**src/design/apsh_pkg.sv**
```systemverilog
`timescale 1ns / 1ps

package apsh_pkg;

   localparam int IDX_W      = 5;
   localparam int DATA_W     = 32;
   localparam int ADDR_LIMIT = 32;

   typedef enum logic [1:0] {
      KIND_READ   = 2'd0,
      KIND_WRITE  = 2'd1,
      KIND_REPORT = 2'd2,
      KIND_UNUSED = 2'd3
   } kind_type;

   typedef struct packed {
      kind_type                  kind;
      logic [IDX_W-1:0]          index;
      logic signed [DATA_W-1:0]  write_data;
   } req_type;

   typedef struct packed {
      logic signed [DATA_W-1:0]  read_data;
      logic [IDX_W-1:0]          hot_index;
      logic                      hot_found;
      logic                      last;
   } rsp_type;

endpackage

```
**src/design/access_profiled_store_hotspots_top.sv**
```systemverilog
`timescale 1ns / 1ps

// access-counting word store with hot-spot report
// request channel: req_item is taken at a rising edge with start high and busy low
//   kind read or write: accesses entry index, bumps its access counter (unless saturated) and the sums
//   kind report: walks the entries and lists every index whose count is at least
//   mean plus population standard deviation of all SIZE counts
// result channel: rsp_valid marks rsp_item for exactly one cycle; the receiver
//   cannot stall, so every result is a transfer in the cycle it is shown
// access: one result, registered in the ST_ACC state that follows acceptance; busy
//   drops in the cycle the result is shown, so a new access is taken only once the
//   last one's result is shown (counter memory read, then modify and write back)
// report: setup states ST_PREP and ST_VAR for the variance term, then one counter
//   memory read per cycle over min(SIZE,32) entries feeding a three stage
//   difference/square/compare pipeline; hot indices come out at most one per
//   cycle, the final one flagged last
// an empty report gives one result with hot_found low and last high
// accesses with index beyond the store, and kind 3, give no result
// reset: counters read as zero through per-entry valid flags, sums cleared;
//   stored words are undefined until written
module access_profiled_store_hotspots_top
   import apsh_pkg::*;
#(
   parameter int SIZE       = 32,
   parameter int COUNT_BITS = 16
) (
   input  logic    clock,
   input  logic    reset,
   input  logic    start,
   output logic    busy,
   input  req_type req_item,
   output logic    rsp_valid,
   output rsp_type rsp_item
);

   localparam int ADDR_N = (SIZE < ADDR_LIMIT) ? SIZE : ADDR_LIMIT;
   localparam int AW     = (ADDR_N > 1) ? $clog2(ADDR_N) : 1;
   localparam int SZW    = $clog2(SIZE + 1);
   localparam int NW     = $clog2(ADDR_N + 1);
   localparam int SUM_W  = COUNT_BITS + NW;
   localparam int SQ_W   = 2 * COUNT_BITS + NW;
   localparam int PW     = COUNT_BITS + SZW;
   localparam int VW     = 2 * PW;
   localparam logic [COUNT_BITS-1:0] COUNT_MAX = {COUNT_BITS{1'b1}};
   localparam logic [IDX_W:0]        IDX_LIM   = (IDX_W + 1)'(ADDR_N);
   localparam logic [AW-1:0]         LAST_ADDR = AW'(ADDR_N - 1);

   typedef enum logic [2:0] {
      ST_IDLE,
      ST_ACC,
      ST_PREP,
      ST_VAR,
      ST_WALK
   } state_type;

   state_type state_ff;

   // memories
   logic [COUNT_BITS-1:0] cnt_mem  [ADDR_N];
   logic [DATA_W-1:0]     word_mem [ADDR_N];
   logic [ADDR_N-1:0]     cnt_valid_ff;
   logic [COUNT_BITS-1:0] cnt_rd_ff;
   logic                  cnt_vld_ff;
   logic [DATA_W-1:0]     word_rd_ff;
   logic [AW-1:0]         acc_idx_ff;

   // statistics
   logic [SUM_W-1:0]      sum_ff;
   logic [SQ_W-1:0]       sumsq_ff;
   logic [VW-1:0]         sq_scaled_ff;
   logic [VW-1:0]         sum2_ff;
   logic [VW-1:0]         var_ff;

   // walk pipeline
   logic [AW-1:0]         walk_idx_ff;
   logic                  issue_on_ff;
   logic                  s1_v_ff;
   logic                  s2_v_ff;
   logic                  s3_v_ff;
   logic [AW-1:0]         s1_idx_ff;
   logic [AW-1:0]         s2_idx_ff;
   logic [AW-1:0]         s3_idx_ff;
   logic [PW-1:0]         s2_mag_ff;
   logic                  s2_neg_ff;
   logic [VW-1:0]         s3_dsq_ff;
   logic                  s3_neg_ff;
   logic                  pend_v_ff;
   logic [AW-1:0]         pend_idx_ff;

   logic                  rsp_valid_ff;
   rsp_type               rsp_ff;

   logic                  acc_go;
   logic                  rep_go;
   logic                  in_range;
   logic [AW-1:0]         raddr;
   logic [COUNT_BITS-1:0] cnt_cur;
   logic                  cnt_we;
   logic [PW-1:0]         scaled;
   logic [PW:0]           diff;
   logic [2*SUM_W-1:0]    sum_sq;
   logic                  hit;
   logic                  walk_end;

   assign busy      = (state_ff != ST_IDLE);
   assign in_range  = ({1'b0, req_item.index} < IDX_LIM);
   assign acc_go    = start && !busy && in_range &&
                      (req_item.kind == KIND_READ || req_item.kind == KIND_WRITE);
   assign rep_go    = start && !busy && (req_item.kind == KIND_REPORT);
   assign raddr     = (state_ff == ST_WALK) ? walk_idx_ff : req_item.index[AW-1:0];
   assign cnt_cur   = cnt_vld_ff ? cnt_rd_ff : '0;
   assign cnt_we    = (state_ff == ST_ACC) && (cnt_cur != COUNT_MAX);
   assign scaled    = PW'(cnt_cur) * PW'(SIZE);
   assign diff      = {1'b0, scaled} - {1'b0, PW'(sum_ff)};
   assign sum_sq    = sum_ff * sum_ff;
   assign hit       = s3_v_ff && !s3_neg_ff && (s3_dsq_ff >= var_ff);
   assign walk_end  = (state_ff == ST_WALK) && !issue_on_ff &&
                      !s1_v_ff && !s2_v_ff && !s3_v_ff;
   assign rsp_valid = rsp_valid_ff;
   assign rsp_item  = rsp_ff;

   always_ff @(posedge clock) begin
      if (cnt_we) begin
         cnt_mem[acc_idx_ff] <= cnt_cur + 1'b1;
      end
      cnt_rd_ff <= cnt_mem[raddr];
      if (acc_go && req_item.kind == KIND_WRITE) begin
         word_mem[req_item.index[AW-1:0]] <= req_item.write_data;
      end
      if (acc_go) begin
         word_rd_ff <= (req_item.kind == KIND_WRITE) ? req_item.write_data
                                                     : word_mem[req_item.index[AW-1:0]];
      end
   end

   always_ff @(posedge clock) begin
      if (reset) begin
         cnt_valid_ff <= '0;
      end else if (cnt_we) begin
         cnt_valid_ff[acc_idx_ff] <= 1'b1;
      end
   end

   always_ff @(posedge clock) begin
      cnt_vld_ff   <= cnt_valid_ff[raddr];
      if (acc_go) begin
         acc_idx_ff <= req_item.index[AW-1:0];
      end
      sq_scaled_ff <= VW'(sumsq_ff) * VW'(SIZE);
      sum2_ff      <= VW'(sum_sq);
      var_ff       <= (state_ff == ST_VAR) ? sq_scaled_ff - sum2_ff : var_ff;
      s1_idx_ff    <= walk_idx_ff;
      s2_idx_ff    <= s1_idx_ff;
      s2_mag_ff    <= diff[PW-1:0];
      s2_neg_ff    <= diff[PW];
      s3_idx_ff    <= s2_idx_ff;
      s3_dsq_ff    <= s2_mag_ff * s2_mag_ff;
      s3_neg_ff    <= s2_neg_ff;
   end

   always_ff @(posedge clock) begin
      if (reset) begin
         state_ff     <= ST_IDLE;
         rsp_valid_ff <= 1'b0;
         sum_ff       <= '0;
         sumsq_ff     <= '0;
         issue_on_ff  <= 1'b0;
         s1_v_ff      <= 1'b0;
         s2_v_ff      <= 1'b0;
         s3_v_ff      <= 1'b0;
         pend_v_ff    <= 1'b0;
      end else begin
         rsp_valid_ff <= 1'b0;
         s1_v_ff      <= (state_ff == ST_WALK) && issue_on_ff;
         s2_v_ff      <= s1_v_ff;
         s3_v_ff      <= s2_v_ff;
         case (state_ff)
            ST_IDLE: begin
               if (acc_go) begin
                  state_ff <= ST_ACC;
               end else if (rep_go) begin
                  state_ff <= ST_PREP;
               end
            end
            ST_ACC: begin
               if (cnt_we) begin
                  sum_ff   <= sum_ff + 1'b1;
                  sumsq_ff <= sumsq_ff + SQ_W'({cnt_cur, 1'b1});
               end
               rsp_valid_ff      <= 1'b1;
               rsp_ff.read_data  <= $signed(word_rd_ff);
               rsp_ff.hot_index  <= '0;
               rsp_ff.hot_found  <= 1'b0;
               rsp_ff.last       <= 1'b1;
               state_ff          <= ST_IDLE;
            end
            ST_PREP: begin
               state_ff <= ST_VAR;
            end
            ST_VAR: begin
               walk_idx_ff <= '0;
               issue_on_ff <= 1'b1;
               pend_v_ff   <= 1'b0;
               state_ff    <= ST_WALK;
            end
            ST_WALK: begin
               if (issue_on_ff) begin
                  if (walk_idx_ff == LAST_ADDR) begin
                     issue_on_ff <= 1'b0;
                  end else begin
                     walk_idx_ff <= walk_idx_ff + 1'b1;
                  end
               end
               if (hit) begin
                  if (pend_v_ff) begin
                     rsp_valid_ff     <= 1'b1;
                     rsp_ff.read_data <= '0;
                     rsp_ff.hot_index <= IDX_W'(pend_idx_ff);
                     rsp_ff.hot_found <= 1'b1;
                     rsp_ff.last      <= 1'b0;
                  end
                  pend_v_ff   <= 1'b1;
                  pend_idx_ff <= s3_idx_ff;
               end
               if (walk_end) begin
                  rsp_valid_ff     <= 1'b1;
                  rsp_ff.read_data <= '0;
                  rsp_ff.hot_index <= pend_v_ff ? IDX_W'(pend_idx_ff) : '0;
                  rsp_ff.hot_found <= pend_v_ff;
                  rsp_ff.last      <= 1'b1;
                  pend_v_ff        <= 1'b0;
                  state_ff         <= ST_IDLE;
               end
            end
            default: begin
               state_ff <= ST_IDLE;
            end
         endcase
      end
   end

`ifndef NO_ASSERTIONS
   a_acc_result: assert property (@(posedge clock) disable iff (reset)
      acc_go |=> ##1 (rsp_valid && rsp_item.last))
      else $error("access transfer without its result");

   a_empty_last: assert property (@(posedge clock) disable iff (reset)
      (rsp_valid && !rsp_item.hot_found) |-> rsp_item.last)
      else $error("empty result not flagged last");

   a_var_nonneg: assert property (@(posedge clock) disable iff (reset)
      (state_ff == ST_VAR) |-> (sq_scaled_ff >= sum2_ff))
      else $error("variance term negative, sums out of step");

   a_pipe_walk: assert property (@(posedge clock) disable iff (reset)
      (s1_v_ff || s2_v_ff || s3_v_ff) |-> (state_ff == ST_WALK))
      else $error("walk pipeline active outside report");
`endif

endmodule

```
**config.mk**
```make
export PLATFORM = sky130hd
export DESIGN_NAME = access_profiled_store_hotspots_top
export DESIGN_NICKNAME = d
export VERILOG_FILES = /design/src/design/apsh_pkg.sv /design/src/design/access_profiled_store_hotspots_top.sv
export SDC_FILE = /design/constraint.sdc
export NUM_CORES = 2
export LEC_CHECK = 0
export ABC_AREA = 1
export BUFFER_PORTS_ARGS = -buffer_cell sky130_fd_sc_hd__buf_2
export CORE_ASPECT_RATIO = 1.5
export CORE_UTILIZATION = 45
export CTS_CLUSTER_SIZE = 20
export DETAILED_ROUTE_END_ITERATION = 7
export PLACE_DENSITY = 0.6
export SYNTH_ARGS = -nofsm -noshare
export SYNTH_HDL_FRONTEND = slang
export SYNTH_SLANG_ARGS = --single-unit
```
**constraint.sdc**
```tcl
create_clock -name clock -period 7.5 [get_ports clock]
set_input_delay 1.125 -clock clock [delete_from_list [all_inputs] [get_ports clock]]
set_output_delay 1.125 -clock clock [all_outputs]
set_load 0.005 [all_outputs]
```
==> summary.txt <==
======================================================================================
Result of the run                                                         complete, no violations
Most frequent cells in the layout                                         sky130_fd_sc_hd__nand2_1, sky130_fd_sc_hd__inv_1, sky130_fd_sc_hd__edfxtp_1, sky130_fd_sc_hd__fa_1, sky130_fd_sc_hd__a21oi_1
Top cell type's share of synthesized area                                        46.0%
Gp weighted congestion                                                           0.955
Leading cell type in the layout, fill and taps excluded                   sky130_fd_sc_hd__nand2_1
Cell types occupying the most area after synthesis                        sky130_fd_sc_hd__edfxtp_1, sky130_fd_sc_hd__fa_1, sky130_fd_sc_hd__nand2_1, sky130_fd_sc_hd__inv_1, sky130_fd_sc_hd__ha_1
DRC violation total after the first TritonRoute iteration                         6373
Critical path required time                                                    8.24 ns
Worst flop-to-flop path endpoint                                          s3_dsq_ff[39]
Worst min-delay path category                                               reg -> reg
Ratio of cells with drive above 1 in the final layout                            6.44%
Routed wire length per instance                                                23.7 um
RSZ-0062 raised after global routing                                                no
Delay of the slowest cell on the worst path                                    1.17 ns
Number of nets in the final layout                                               11561
Total gr overflow                                                                    0
Sequential share of the synthesized area                                         51.2%
Arrival time worst endpoint                                                    7.90 ns
Final setup violation count                                                          0
Number of cells on the worst hold path                                               0
Post-cts sizing count                                                                0
DP Cell Count                                                                    13417
Vias in the first global route                                                   77504
Detailed placement HPWL                                                         223 mm
Largest net degree at the start of global routing                                  212
Max-slew violation count                                                             0
Antenna Violating Nets Remaining                                                     0
Number of storage elements in the synthesis netlist                               1945
CP endpoint kind                                                             flip-flop
Count of cell types in the netlist                                                  56
Layout Utilization                                                               49.7%
Placeable Area                                                             240000 um^2
CP max FO                                                                           22
Grt met2 use                                                                     48.6%
Post-Route Setup TNS                                                              0 ns
Root cell of the clock tree                                               sky130_fd_sc_hd__clkbuf_16
Post-synthesis async set-or-reset flop share                                        0%
Die ar.                                                                    243000 um^2
Post-DP Area                                                               113000 um^2
Startpoint of the most critical register-to-register path                 s2_mag_ff[7]
Detailed-routing iteration count for the pre-antenna-repair pass                     8
Synth area leader                                                         sky130_fd_sc_hd__edfxtp_1
Register area                                                               55600 um^2
Buffers plus inverters on the worst setup path                                       4
Cell mode on critical path                                                sky130_fd_sc_hd__fa_1
TritonCTS Buffers                                                                  185
Start-to-end type of the worst setup path                                   reg -> reg
Number of synthesis warnings                                                         0
Depth of the worst register-to-register path                                        20
Slew at the pin with the worst max-slew slack                                  1.29 ns
Final Hold Fails                                                                     0
Number of cells in the finished layout apart from fillers                        13759
Number of antenna violations at the first check in global routing                   26
Layout-stage area growth over the synthesis result                               9.66%
Number of synthesized flops with an enable pin                                    1665
Wire length of the first global-routing pass                                    487 mm
Overall routing resource usage                                                   26.8%
Post-CTS Setup Inserts                                                               0
Area of all placed cells without fillers                                   119000 um^2
# IOs                                                                               83
Y dimension of the die                                                          604 um
Number of instances in the synthesized netlist                                   10363
Total vias in the final route                                                    74589
Sink count of the clock tree                                                      1945
Synth Flop Type                                                           sky130_fd_sc_hd__edfxtp_1
Clock tree from TritonCTS                                                          yes
Cell family contributing the most delay on the critical path               adder cells
Number of nets produced by synthesis                                             11539
Row count                                                                          220
Area taken by multi-input logic gates                                       44600 um^2
Syn_area_per_cell                                                            10.5 um^2
Hold bufs inserted after CTS                                                         0
Fraction of met1 tracks used by global routing                                   31.2%
GRT busiest layer                                                                 met2
Starting density of the core                                                     45.3%
Post-route clock period utilization                                              95.5%
Average vias per placed instance                                                  5.42
Max Cap Viol                                                                         0
Max Clock Freq                                                                 140 MHz
Fin crit period                                                                7.16 ns
Detailed-route DRC error count                                                       0
Synth Cell Area                                                            109000 um^2
Die Span X                                                                      403 um
Total wirelength of the detailed-routed design                                  326 mm
Sort of element at the start of the critical path                            flip-flop
Hold Crit Endpoint                                                        s2_idx_ff[2]
Number of port buffers                                                              82
H-tree depth reported by CTS                                                         4
Library cell contributing the largest single delay on the critical path   sky130_fd_sc_hd__dfxtp_1
Routing usage on met3                                                            3.14%
Reg2reg setup slack                                                            0.34 ns
Relative slew slack                                                              14.2%
Hold path start                                                           s1_idx_ff[2]
Total of fill cells in the finished design                                       21586
Final setup skew                                                             0.0706 ns
Reg clk slew, reported paths                                                   0.07 ns
Buffer depth of the longest clock path                                               4
Clock insertion delay at the later pin of the skew report                      0.86 ns
Worst path cell trace                                                     nand2_1, fa_1, inv_1, fa_1, inv_1, fa_1, inv_1, fa_1, fa_1, fa_1, fa_1, ha_1, nand2_1, nor2_1, inv_1, nor2_1, nand3_1, nand3b_1, nand3_1, xor2_1
======================================================================================
==> metrics by stage <==
stage | setup WS [ns] | hold WS, ns
after global placement | 0.332 | 0.310
after floorplan | 1.37 | 0.310
after detailed placement | 0.431 | 0.312
final | 0.341 | 0.328
after global routing | 0.153 | 0.330
after CTS | 0.360 | 0.326
==> sequential cells by signal (all words and copies together), names as in the netlist, 16 cells and up <==
register      cells
sum_ff           22
sumsq_ff         38
word_rd_ff       32
var_ff           43
cnt_rd_ff        16
sq_scaled_ff     38
sum2_ff          42
rsp_item         39
cnt_mem         512
s3_dsq_ff        43
cnt_valid_ff     32
s2_mag_ff        22
word_mem       1024
==> cells by family (layout without fill, tap and decap cells) <==
logic type	count (synthesis)	count (layout)	synth area share, %
adders and majority gates	1134	1134	17.8
DFF	1945	1945	51.2
buffers and inverters	2309	2475	8.22
and+or+nand+nor	3424	3424	13.5
AOI/OAI and AO/OA	1366	1366	7.79
xor gates and xnor gates	185	185	1.49
other	0	11	0
==> worst max path at each step <==
stage	start	endpoint	depth (start not counted)
detailed placement	s2_mag_ff[7]	s3_dsq_ff[39]	20
finish	s2_mag_ff[7]	s3_dsq_ff[39]	20
floorplan	sum_ff[9]	sum2_ff[41]	24
global placement	s2_mag_ff[7]	s3_dsq_ff[39]	20
global route	s2_mag_ff[7]	s3_dsq_ff[39]	20
CTS	s2_mag_ff[7]	s3_dsq_ff[39]	20
==> cell type report <==
cell class                      count  area share [%]
Clock inverter                    102           0.887
Antenna cell                       11          0.0231
Tap cell                         3219            3.38
Clock buffer                      229            4.23
Multi-Input combinational cell   6109            37.4
Sequential cell                  1945            46.7
Timing Repair Buffer              223            1.29
Inverter                         1921            6.07
==> cell usage after synthesis, types with 3 or more instances <==
library cell                number
sky130_fd_sc_hd__nor3_4          3
sky130_fd_sc_hd__o21ai_2         4
sky130_fd_sc_hd__o21ai_1        20
sky130_fd_sc_hd__edfxtp_1     1665
sky130_fd_sc_hd__o21ai_0       193
sky130_fd_sc_hd__nor3_1         83
sky130_fd_sc_hd__a31o_2          4
sky130_fd_sc_hd__o21bai_1       36
sky130_fd_sc_hd__clkbuf_1      200
sky130_fd_sc_hd__nor3_2          3
sky130_fd_sc_hd__inv_2          18
sky130_fd_sc_hd__or2_2          77
sky130_fd_sc_hd__o21a_1          4
sky130_fd_sc_hd__o2111ai_1       5
sky130_fd_sc_hd__xor2_1        143
sky130_fd_sc_hd__o211ai_1       58
sky130_fd_sc_hd__dfxtp_1       280
sky130_fd_sc_hd__a22oi_1       448
sky130_fd_sc_hd__nand2_2         4
sky130_fd_sc_hd__buf_1          35
sky130_fd_sc_hd__nor2_2          7
sky130_fd_sc_hd__nor2_1        506
sky130_fd_sc_hd__clkinv_1        3
sky130_fd_sc_hd__nand4_1        73
sky130_fd_sc_hd__inv_1        1900
sky130_fd_sc_hd__xnor2_1        42
sky130_fd_sc_hd__a31oi_1        14
sky130_fd_sc_hd__buf_4          12
sky130_fd_sc_hd__ha_1          451
sky130_fd_sc_hd__a21oi_1       510
sky130_fd_sc_hd__fa_1          683
sky130_fd_sc_hd__a211oi_1       17
sky130_fd_sc_hd__buf_2         135
sky130_fd_sc_hd__nor4_1          9
sky130_fd_sc_hd__nand2_1      1986
sky130_fd_sc_hd__buf_6           6
sky130_fd_sc_hd__and3_1          5
sky130_fd_sc_hd__nand3b_1      121
sky130_fd_sc_hd__a21o_1         38
sky130_fd_sc_hd__a21boi_0        7
sky130_fd_sc_hd__or2_1          40
sky130_fd_sc_hd__nand3_1       497
==> per-layer routing <==
layer  vias to the layer above  share of wire, %
met5                         -             0.033
met4                        18               5.3
met3                       692               5.7
met2                      2551                52
met1                     37195                37
li1                      34133                 -
Power is not shown: default switching activity piles up to over one toggle a cycle in this logic, so the estimate is an artifact.
